`config.mk`:
```
export PLATFORM = sky130hd
export DESIGN_NAME = wbst_div
export DESIGN_NICKNAME = d
export VERILOG_FILES = /design/src/sv/weighted_block_sum_integral_table_assert.svh /design/src/sv/wbst_pkg.sv /design/src/sv/wbst_div.sv
export SDC_FILE = /design/constraint.sdc
export NUM_CORES = 1
export LEC_CHECK = 0
export BUFFER_PORTS_ARGS = -buffer_cell sky130_fd_sc_hd__buf_2
export CORE_MARGIN = 2
export CORE_UTILIZATION = 30
export DETAILED_ROUTE_END_ITERATION = 10
export PLACE_DENSITY_LB_ADDON = 0.1
export SYNTH_ARGS = -nofsm -noshare
export SYNTH_HDL_FRONTEND = slang
export SYNTH_SLANG_ARGS = --single-unit
```
`constraint.sdc`:
```
create_clock -name clk -period 8.85 [get_ports clk]
set_clock_uncertainty 0.2 [all_clocks]
set_input_delay 1.77 -clock clk [delete_from_list [all_inputs] [get_ports clk]]
set_output_delay 1.77 -clock clk [all_outputs]
set_load 0.1 [all_outputs]
```
`src/sv/weighted_block_sum_integral_table_assert.svh`:
```
// ---------------------------------------------------------------------------
// Assertion macros for the weighted block-sum integral table
// Shared property forms, clocked on clk and disabled while rst_n is low.
// ---------------------------------------------------------------------------
`ifndef WEIGHTED_BLOCK_SUM_INTEGRAL_TABLE_ASSERT_SVH
`define WEIGHTED_BLOCK_SUM_INTEGRAL_TABLE_ASSERT_SVH

// Same-cycle implication.
`define WBST_ASSERT_IMP(lbl, ante, cons, msg) \
  lbl: assert property (@(posedge clk) disable iff (!rst_n) (ante) |-> (cons)) \
    else $error(msg);

// Next-cycle implication.
`define WBST_ASSERT_NXT(lbl, ante, cons, msg) \
  lbl: assert property (@(posedge clk) disable iff (!rst_n) (ante) |=> (cons)) \
    else $error(msg);

`endif

```
`src/sv/wbst_pkg.sv`:
```
// ---------------------------------------------------------------------------
// wbst_pkg
// Widths, register indexes, divider handshake types and the cell weight rule.
// ---------------------------------------------------------------------------
`timescale 1ns / 1ps

package wbst_pkg;

  localparam int GRID_SIZE = 32;
  localparam int POS_W     = $clog2(GRID_SIZE);
  localparam int SUM_W     = 36;
  localparam int VAL_W     = 64;
  localparam int DIM_W     = 15;
  localparam int WGT_W     = 11;
  localparam int FAC_W     = 21;
  localparam int M_W       = 51;
  localparam int ADDR_W    = 4;

  localparam logic [31:0] SCALE_ROUNDED = 32'd65536;
  localparam logic [31:0] SCALE_EXACT   = 32'd476985600;

  localparam logic [DIM_W-1:0] WIDTH_RST  = 15'd1920;
  localparam logic [DIM_W-1:0] HEIGHT_RST = 15'd1080;

  // Register indexes (byte address / 4)
  localparam logic [1:0] REG_WIDTH   = 2'd0;
  localparam logic [1:0] REG_HEIGHT  = 2'd1;
  localparam logic [1:0] REG_ROUNDED = 2'd2;

  typedef struct packed {
    logic start;
  } div_ctl_t;

  typedef struct packed {
    logic busy;
    logic done;
  } div_sts_t;

  // Weight of grid cell idx along a dimension of dim pixels.
  function automatic logic [WGT_W-1:0] cell_weight(input logic [DIM_W-1:0] dim,
                                                   input logic [POS_W-1:0] idx);
    logic [9:0]         q;
    logic [20:0]        x0;
    logic [20:0]        x1;
    logic signed [17:0] e0;
    logic signed [17:0] e1;
    logic signed [17:0] span;
    q  = dim[DIM_W-1:5];
    x0 = 21'(dim) * 21'(idx);
    x1 = x0 + 21'(dim);
    e0 = $signed({2'b00, x0[20:5]}) - ((x0[4:0] == 5'd0) ? 18'sd1 : 18'sd0);
    e1 = $signed({2'b00, x1[20:5]}) - ((x1[4:0] == 5'd0) ? 18'sd1 : 18'sd0);
    span = e1 - e0;
    if (dim[4:0] == 5'd0 || q == 10'd0) begin
      cell_weight = WGT_W'(1);
    end else if (span == $signed({8'b0, q})) begin
      cell_weight = WGT_W'(q) + WGT_W'(1);
    end else begin
      cell_weight = WGT_W'(q);
    end
  endfunction

endpackage

```
`src/sv/wbst_div.sv`:
```
// ---------------------------------------------------------------------------
// wbst_div
// Restoring unsigned divider, one quotient bit per cycle.
// ---------------------------------------------------------------------------
`timescale 1ns / 1ps

module wbst_div (
  input  logic                      clk,
  input  logic                      rst_n,
  input  wbst_pkg::div_ctl_t        ctl,
  input  logic [wbst_pkg::VAL_W-1:0] dividend,
  input  logic [wbst_pkg::VAL_W-1:0] divisor,
  output wbst_pkg::div_sts_t        sts,
  output logic [wbst_pkg::VAL_W-1:0] quotient
);
  import wbst_pkg::*;

  localparam int CNT_W = $clog2(VAL_W + 1);

  logic             busy_r;
  logic             done_r;
  logic [CNT_W-1:0] cnt_r;
  logic [VAL_W-1:0] quo_r;
  logic [VAL_W-1:0] rem_r;
  logic [VAL_W-1:0] dvs_r;

  logic [VAL_W:0]   rem_sh;
  logic [VAL_W+1:0] diff;

  // Shift in the next dividend bit and trial-subtract.
  assign rem_sh = {rem_r, quo_r[VAL_W-1]};
  assign diff   = {1'b0, rem_sh} - {2'b00, dvs_r};

  always_ff @(posedge clk) begin
    if (!rst_n) begin
      busy_r <= 1'b0;
      done_r <= 1'b0;
      cnt_r  <= '0;
    end else begin
      done_r <= 1'b0;
      if (ctl.start) begin
        busy_r <= 1'b1;
        cnt_r  <= CNT_W'(VAL_W);
      end else if (busy_r) begin
        cnt_r <= cnt_r - CNT_W'(1);
        if (cnt_r == CNT_W'(1)) begin
          busy_r <= 1'b0;
          done_r <= 1'b1;
        end
      end
    end
  end

  always_ff @(posedge clk) begin
    if (ctl.start) begin
      quo_r <= dividend;
      rem_r <= '0;
      dvs_r <= divisor;
    end else if (busy_r) begin
      quo_r <= {quo_r[VAL_W-2:0], ~diff[VAL_W+1]};
      if (!diff[VAL_W+1]) begin
        rem_r <= diff[VAL_W-1:0];
      end else begin
        rem_r <= rem_sh[VAL_W-1:0];
      end
    end
  end

  assign sts.busy = busy_r;
  assign sts.done = done_r;
  assign quotient = quo_r;

endmodule

```
==> qor_table.md <==
| Item | Value | Unit |
|---|---|---|
| RSZ-0062 raised after global routing | false | - |
| Post-synthesis share of cell area spent on full adders, half adders and majority gates | 0.0714 | - |
| Status | finished, final reports clean | - |
| Synthesized-area fraction occupied by xor and xnor cells | 0.0429 | - |
| Pin count of the biggest net entering global routing | 84 | - |
| Maximum ir drop on the vdd rail | 0.000130 | V |
| Area of the mapped netlist | 11800 | um^2 |
| Via count | 9429 | - |
| Global placer's final weighted congestion | 0.834 | - |
| Worst hold stages | 2 | - |
| Clock tree from TritonCTS | yes | - |
| Power density over the cells | 206 | nW/um^2 |
| Worst Path Required | 9090 | ps |
| Post-CTS Hold Buffers | 0 | - |
| Post-CTS repair timing setup buffer count | 0 | - |
| Flop and latch count out of synthesis | 201 | - |
| Worst slew margin | 0.284 | - |
| Top achievable clock speed | 246 | MHz |
| Yosys cell types | 75 | - |
| Largest area contributor in the netlist | sky130_fd_sc_hd__edfxtp_1 | - |
| # IOs | 197 | - |
| Post-route setup TNS | 0 | ps |
| Area of all placed cells without fillers | 14000 | um^2 |
| Placed cell areas | 13300 | um^2 |
| Critical path class | reg2reg | - |
| Area of the die | 41100 | um^2 |
| Post-route clock period utilization | 0.460 | - |
| Count of final setup violators | 0 | - |
| Share of the synthesized area in compound gates (AO/OA/AOI/OAI) | 0.191 | - |
| Gates resized, CTS repair | 0 | - |
| Total Nets Final | 1567 | - |
| Final worst hold slack | 303 | ps |
| Buffers added on ports | 196 | - |
| Cell at the root of the clock tree | sky130_fd_sc_hd__clkbuf_16 | - |
| Number of warnings reported in the yosys synthesis log | 0 | - |
| Proportion of synthesized chip area in sequential cells | 0.448 | - |
| Total length of routed wires | 33100 | um |
| Number of violations reported at the end of detailed-routing iteration 0 | 523 | - |
| Vias in the first global route | 9635 | - |
| Sort of element at the start of the critical path | flop | - |
| Area fraction of the dominant cell type after synthesis | 0.325 | - |
| X dimension of the die | 203 | um |
| Synthesized area per cell | 9.89 | um^2 |
| First-pass GRT wire length | 53000 | um |
| Number of antenna violations at the first check in global routing | 4 | - |
| Wirelength per Cell | 17.4 | um |
| Least-Margin Pin Slew | 1070 | ps |
| Synthesis-to-layout area growth | 18.6 | % |
| Path category of the worst min-delay check | reg2reg | - |
| Area of the core | 38800 | um^2 |
| Mean number of vias per cell | 4.95 | - |
| Cell Rows | 72 | - |
| Count of antenna-violating nets left after detailed routing | 0 | - |
| Number of max-capacitance violations reported | 0 | - |
| Main combinational cell family by area after synthesis | compound AO/OA/AOI/OAI gates | - |
| Main area contributors after synthesis | sky130_fd_sc_hd__edfxtp_1 (32%), sky130_fd_sc_hd__dfxtp_1 (12%), sky130_fd_sc_hd__ha_1 (7.0%), sky130_fd_sc_hd__mux2_2 (6.1%), sky130_fd_sc_hd__a21oi_1 (5.4%) | - |
| Endpoint type of the worst setup path | flop | - |
| Post-Synth Simple-Gate Area | 0.112 | - |
| Pre-Repair DR Iteration Count | 4 | - |
| Maximum fanout along the worst path | 55 | - |
| Leakage power total | 0.00587 | uW |
| Reg clk slew, reported paths | 70 | ps |
| Share of flip-flops with an asynchronous set or reset after synthesis | 0 | - |
| EDFF count, synth | 128 | - |
| Global-route congestion overflow total | 0 | - |
| Clock latency reported for the late side of the worst-skew pair | 540 | ps |
| Remaining DRCs | 0 | - |
| Overall global routing resource usage | 0.160 | - |
| Post-Synthesis Net Count | 1396 | - |
| Share of layout cells above drive strength 1 | 0.231 | - |
| CTS Buf Count | 25 | - |
| Hpwl dp | 24000 | um |
| Flip-flop cell with the highest count after synthesis | sky130_fd_sc_hd__edfxtp_1 | - |
| Number of fillers in the final layout | 3994 | - |
| Worst EP arrival | 4310 | ps |
| Max Transition Viols Final | 0 | - |
| Clock buffer depth | 3 | - |
| Mux cell area share after synthesis | 0.0837 | - |
| Die Y-Extent | 203 | um |
| Gate Count Post-Synth | 1198 | - |
| Final critical-path required period | 4070 | ps |
| Final count of hold timing violations | 0 | - |
| Worst R2R Path Depth | 13 | - |
| TritonCTS sink count | 201 | - |
| Initial standard-cell utilization of the core | 0.305 | - |
| CTS HTree Levels | 1 | - |
==> kinds of logic after synthesis <==
family,Yosys count
flops,201
simple gates,286
fa+ha+maj,67
compound gates,349
mux,90
buf+inv,147
xor+xnor,58
==> flip-flops by register name (all words and copies together) (netlist names) <==
name      count
dvs_r        64
quotient     64
rem_r        64
cnt_r         7
busy_r        1
done_r        1
==> final cells by class <==
type                       count  area [um^2]  share of cell area
timing repair buffer         203         1040              0.0741
antenna                        1         2.50            0.000178
tap                          518          648              0.0462
clock buffer                  40          742              0.0528
inverter                      88          330              0.0235
multi-input combinational    850         5940               0.423
clock inverter                 5         30.0             0.00214
sequential                   201         5310               0.378
==> per-layer routing <==
layer,global-route usage,part of all wire
met2,0.252,0.44
met3,0.0385,0.058
met1,0.222,0.48
met4,0.0370,0.020
met5,0,0.0015
==> placed cells by master, fill, tap and decap left out, types with 7 or more instances in the layout <==
master                      instances
sky130_fd_sc_hd__o21a_1            15
sky130_fd_sc_hd__nand4_1           20
sky130_fd_sc_hd__mux2_2            64
sky130_fd_sc_hd__nor2_1           132
sky130_fd_sc_hd__a21oi_1          128
sky130_fd_sc_hd__nand2_1           61
sky130_fd_sc_hd__and3_1             9
sky130_fd_sc_hd__a211oi_1          49
sky130_fd_sc_hd__dfxtp_1           72
sky130_fd_sc_hd__o21ai_1           11
sky130_fd_sc_hd__and2_1             7
sky130_fd_sc_hd__clkbuf_16         25
sky130_fd_sc_hd__edfxtp_1         128
sky130_fd_sc_hd__a21o_1            26
sky130_fd_sc_hd__clkbuf_1           9
sky130_fd_sc_hd__o21bai_1          16
sky130_fd_sc_hd__nand2b_1           8
sky130_fd_sc_hd__ha_1              66
sky130_fd_sc_hd__inv_1             85
sky130_fd_sc_hd__nor3_1            12
sky130_fd_sc_hd__mux2_1             8
sky130_fd_sc_hd__buf_4              7
sky130_fd_sc_hd__xor2_1            22
sky130_fd_sc_hd__nand3_1            8
sky130_fd_sc_hd__xnor2_1           36
sky130_fd_sc_hd__mux2i_1           18
sky130_fd_sc_hd__buf_2            195
sky130_fd_sc_hd__o21ai_0           43
==> synthesized netlist by cell type (7+ instances only) <==
library cell and n:
sky130_fd_sc_hd__a21o_1 26, sky130_fd_sc_hd__dfxtp_1 73, sky130_fd_sc_hd__o21a_1 15, sky130_fd_sc_hd__ha_1 66
sky130_fd_sc_hd__buf_2 11, sky130_fd_sc_hd__a211oi_1 49, sky130_fd_sc_hd__xor2_1 22, sky130_fd_sc_hd__mux2_1 8
sky130_fd_sc_hd__nand4_1 20, sky130_fd_sc_hd__o21ai_0 43, sky130_fd_sc_hd__nand2_1 61, sky130_fd_sc_hd__nor3_1 12
sky130_fd_sc_hd__mux2i_1 18, sky130_fd_sc_hd__clkbuf_1 40, sky130_fd_sc_hd__o21bai_1 16, sky130_fd_sc_hd__and2_1 7
sky130_fd_sc_hd__mux2_2 64, sky130_fd_sc_hd__nand2b_1 8, sky130_fd_sc_hd__nand3_1 8, sky130_fd_sc_hd__a21oi_1 128
sky130_fd_sc_hd__edfxtp_1 128, sky130_fd_sc_hd__xnor2_1 36, sky130_fd_sc_hd__nor2_1 132, sky130_fd_sc_hd__inv_1 86
sky130_fd_sc_hd__and3_1 9, sky130_fd_sc_hd__o21ai_1 11
==> where the power goes <==
group / switching [uW] / internal (uW)
Sequential: 47.8 / 1090
Combinational: 547 / 238
Clock: 404 / 571
Total: 999 / 1900
==> worst paths after layout <==
path | start | end | slack [ps]
worst min register to register | rem_r[42]$_SDFFE_PP0P_ | rem_r[42]$_SDFFE_PP0P_ | 300
worst max register to register | dvs_r[14]$_DFFE_PP_ | rem_r[45]$_SDFFE_PP0P_ | 4780
worst max-delay path | dvs_r[14]$_DFFE_PP_ | rem_r[45]$_SDFFE_PP0P_ | 4780
worst min-delay path | rem_r[42]$_SDFFE_PP0P_ | rem_r[42]$_SDFFE_PP0P_ | 300
==> through the flow <==
step	setup WS [ps]	util	std cells	total power (uW)
2_1_floorplan	4520	-	1198	1760
3_3_place_gp	4810	0.342	1860	1950
3_5_place_dp	4740	0.342	1860	1940
4_1_cts	4760	0.362	1905	2950
5_1_grt	4510	0.362	1905	3050
6_report	4780	0.362	1906	2900
==> worst max-delay path, stage by stage (launching register included) <==
cell,delay (ps)
sky130_fd_sc_hd__edfxtp_1,360
sky130_fd_sc_hd__inv_1,100
sky130_fd_sc_hd__ha_1,290
sky130_fd_sc_hd__a211o_1,300
sky130_fd_sc_hd__a21oi_1,230
sky130_fd_sc_hd__nor2_1,90
sky130_fd_sc_hd__or4_1,420
sky130_fd_sc_hd__o21ai_2,230
sky130_fd_sc_hd__o21bai_2,190
sky130_fd_sc_hd__a31oi_4,200
sky130_fd_sc_hd__buf_4,540
sky130_fd_sc_hd__nand2b_1,500
sky130_fd_sc_hd__o31ai_1,160
sky130_fd_sc_hd__a21o_1,170
Power figures use the tool's default switching activity.
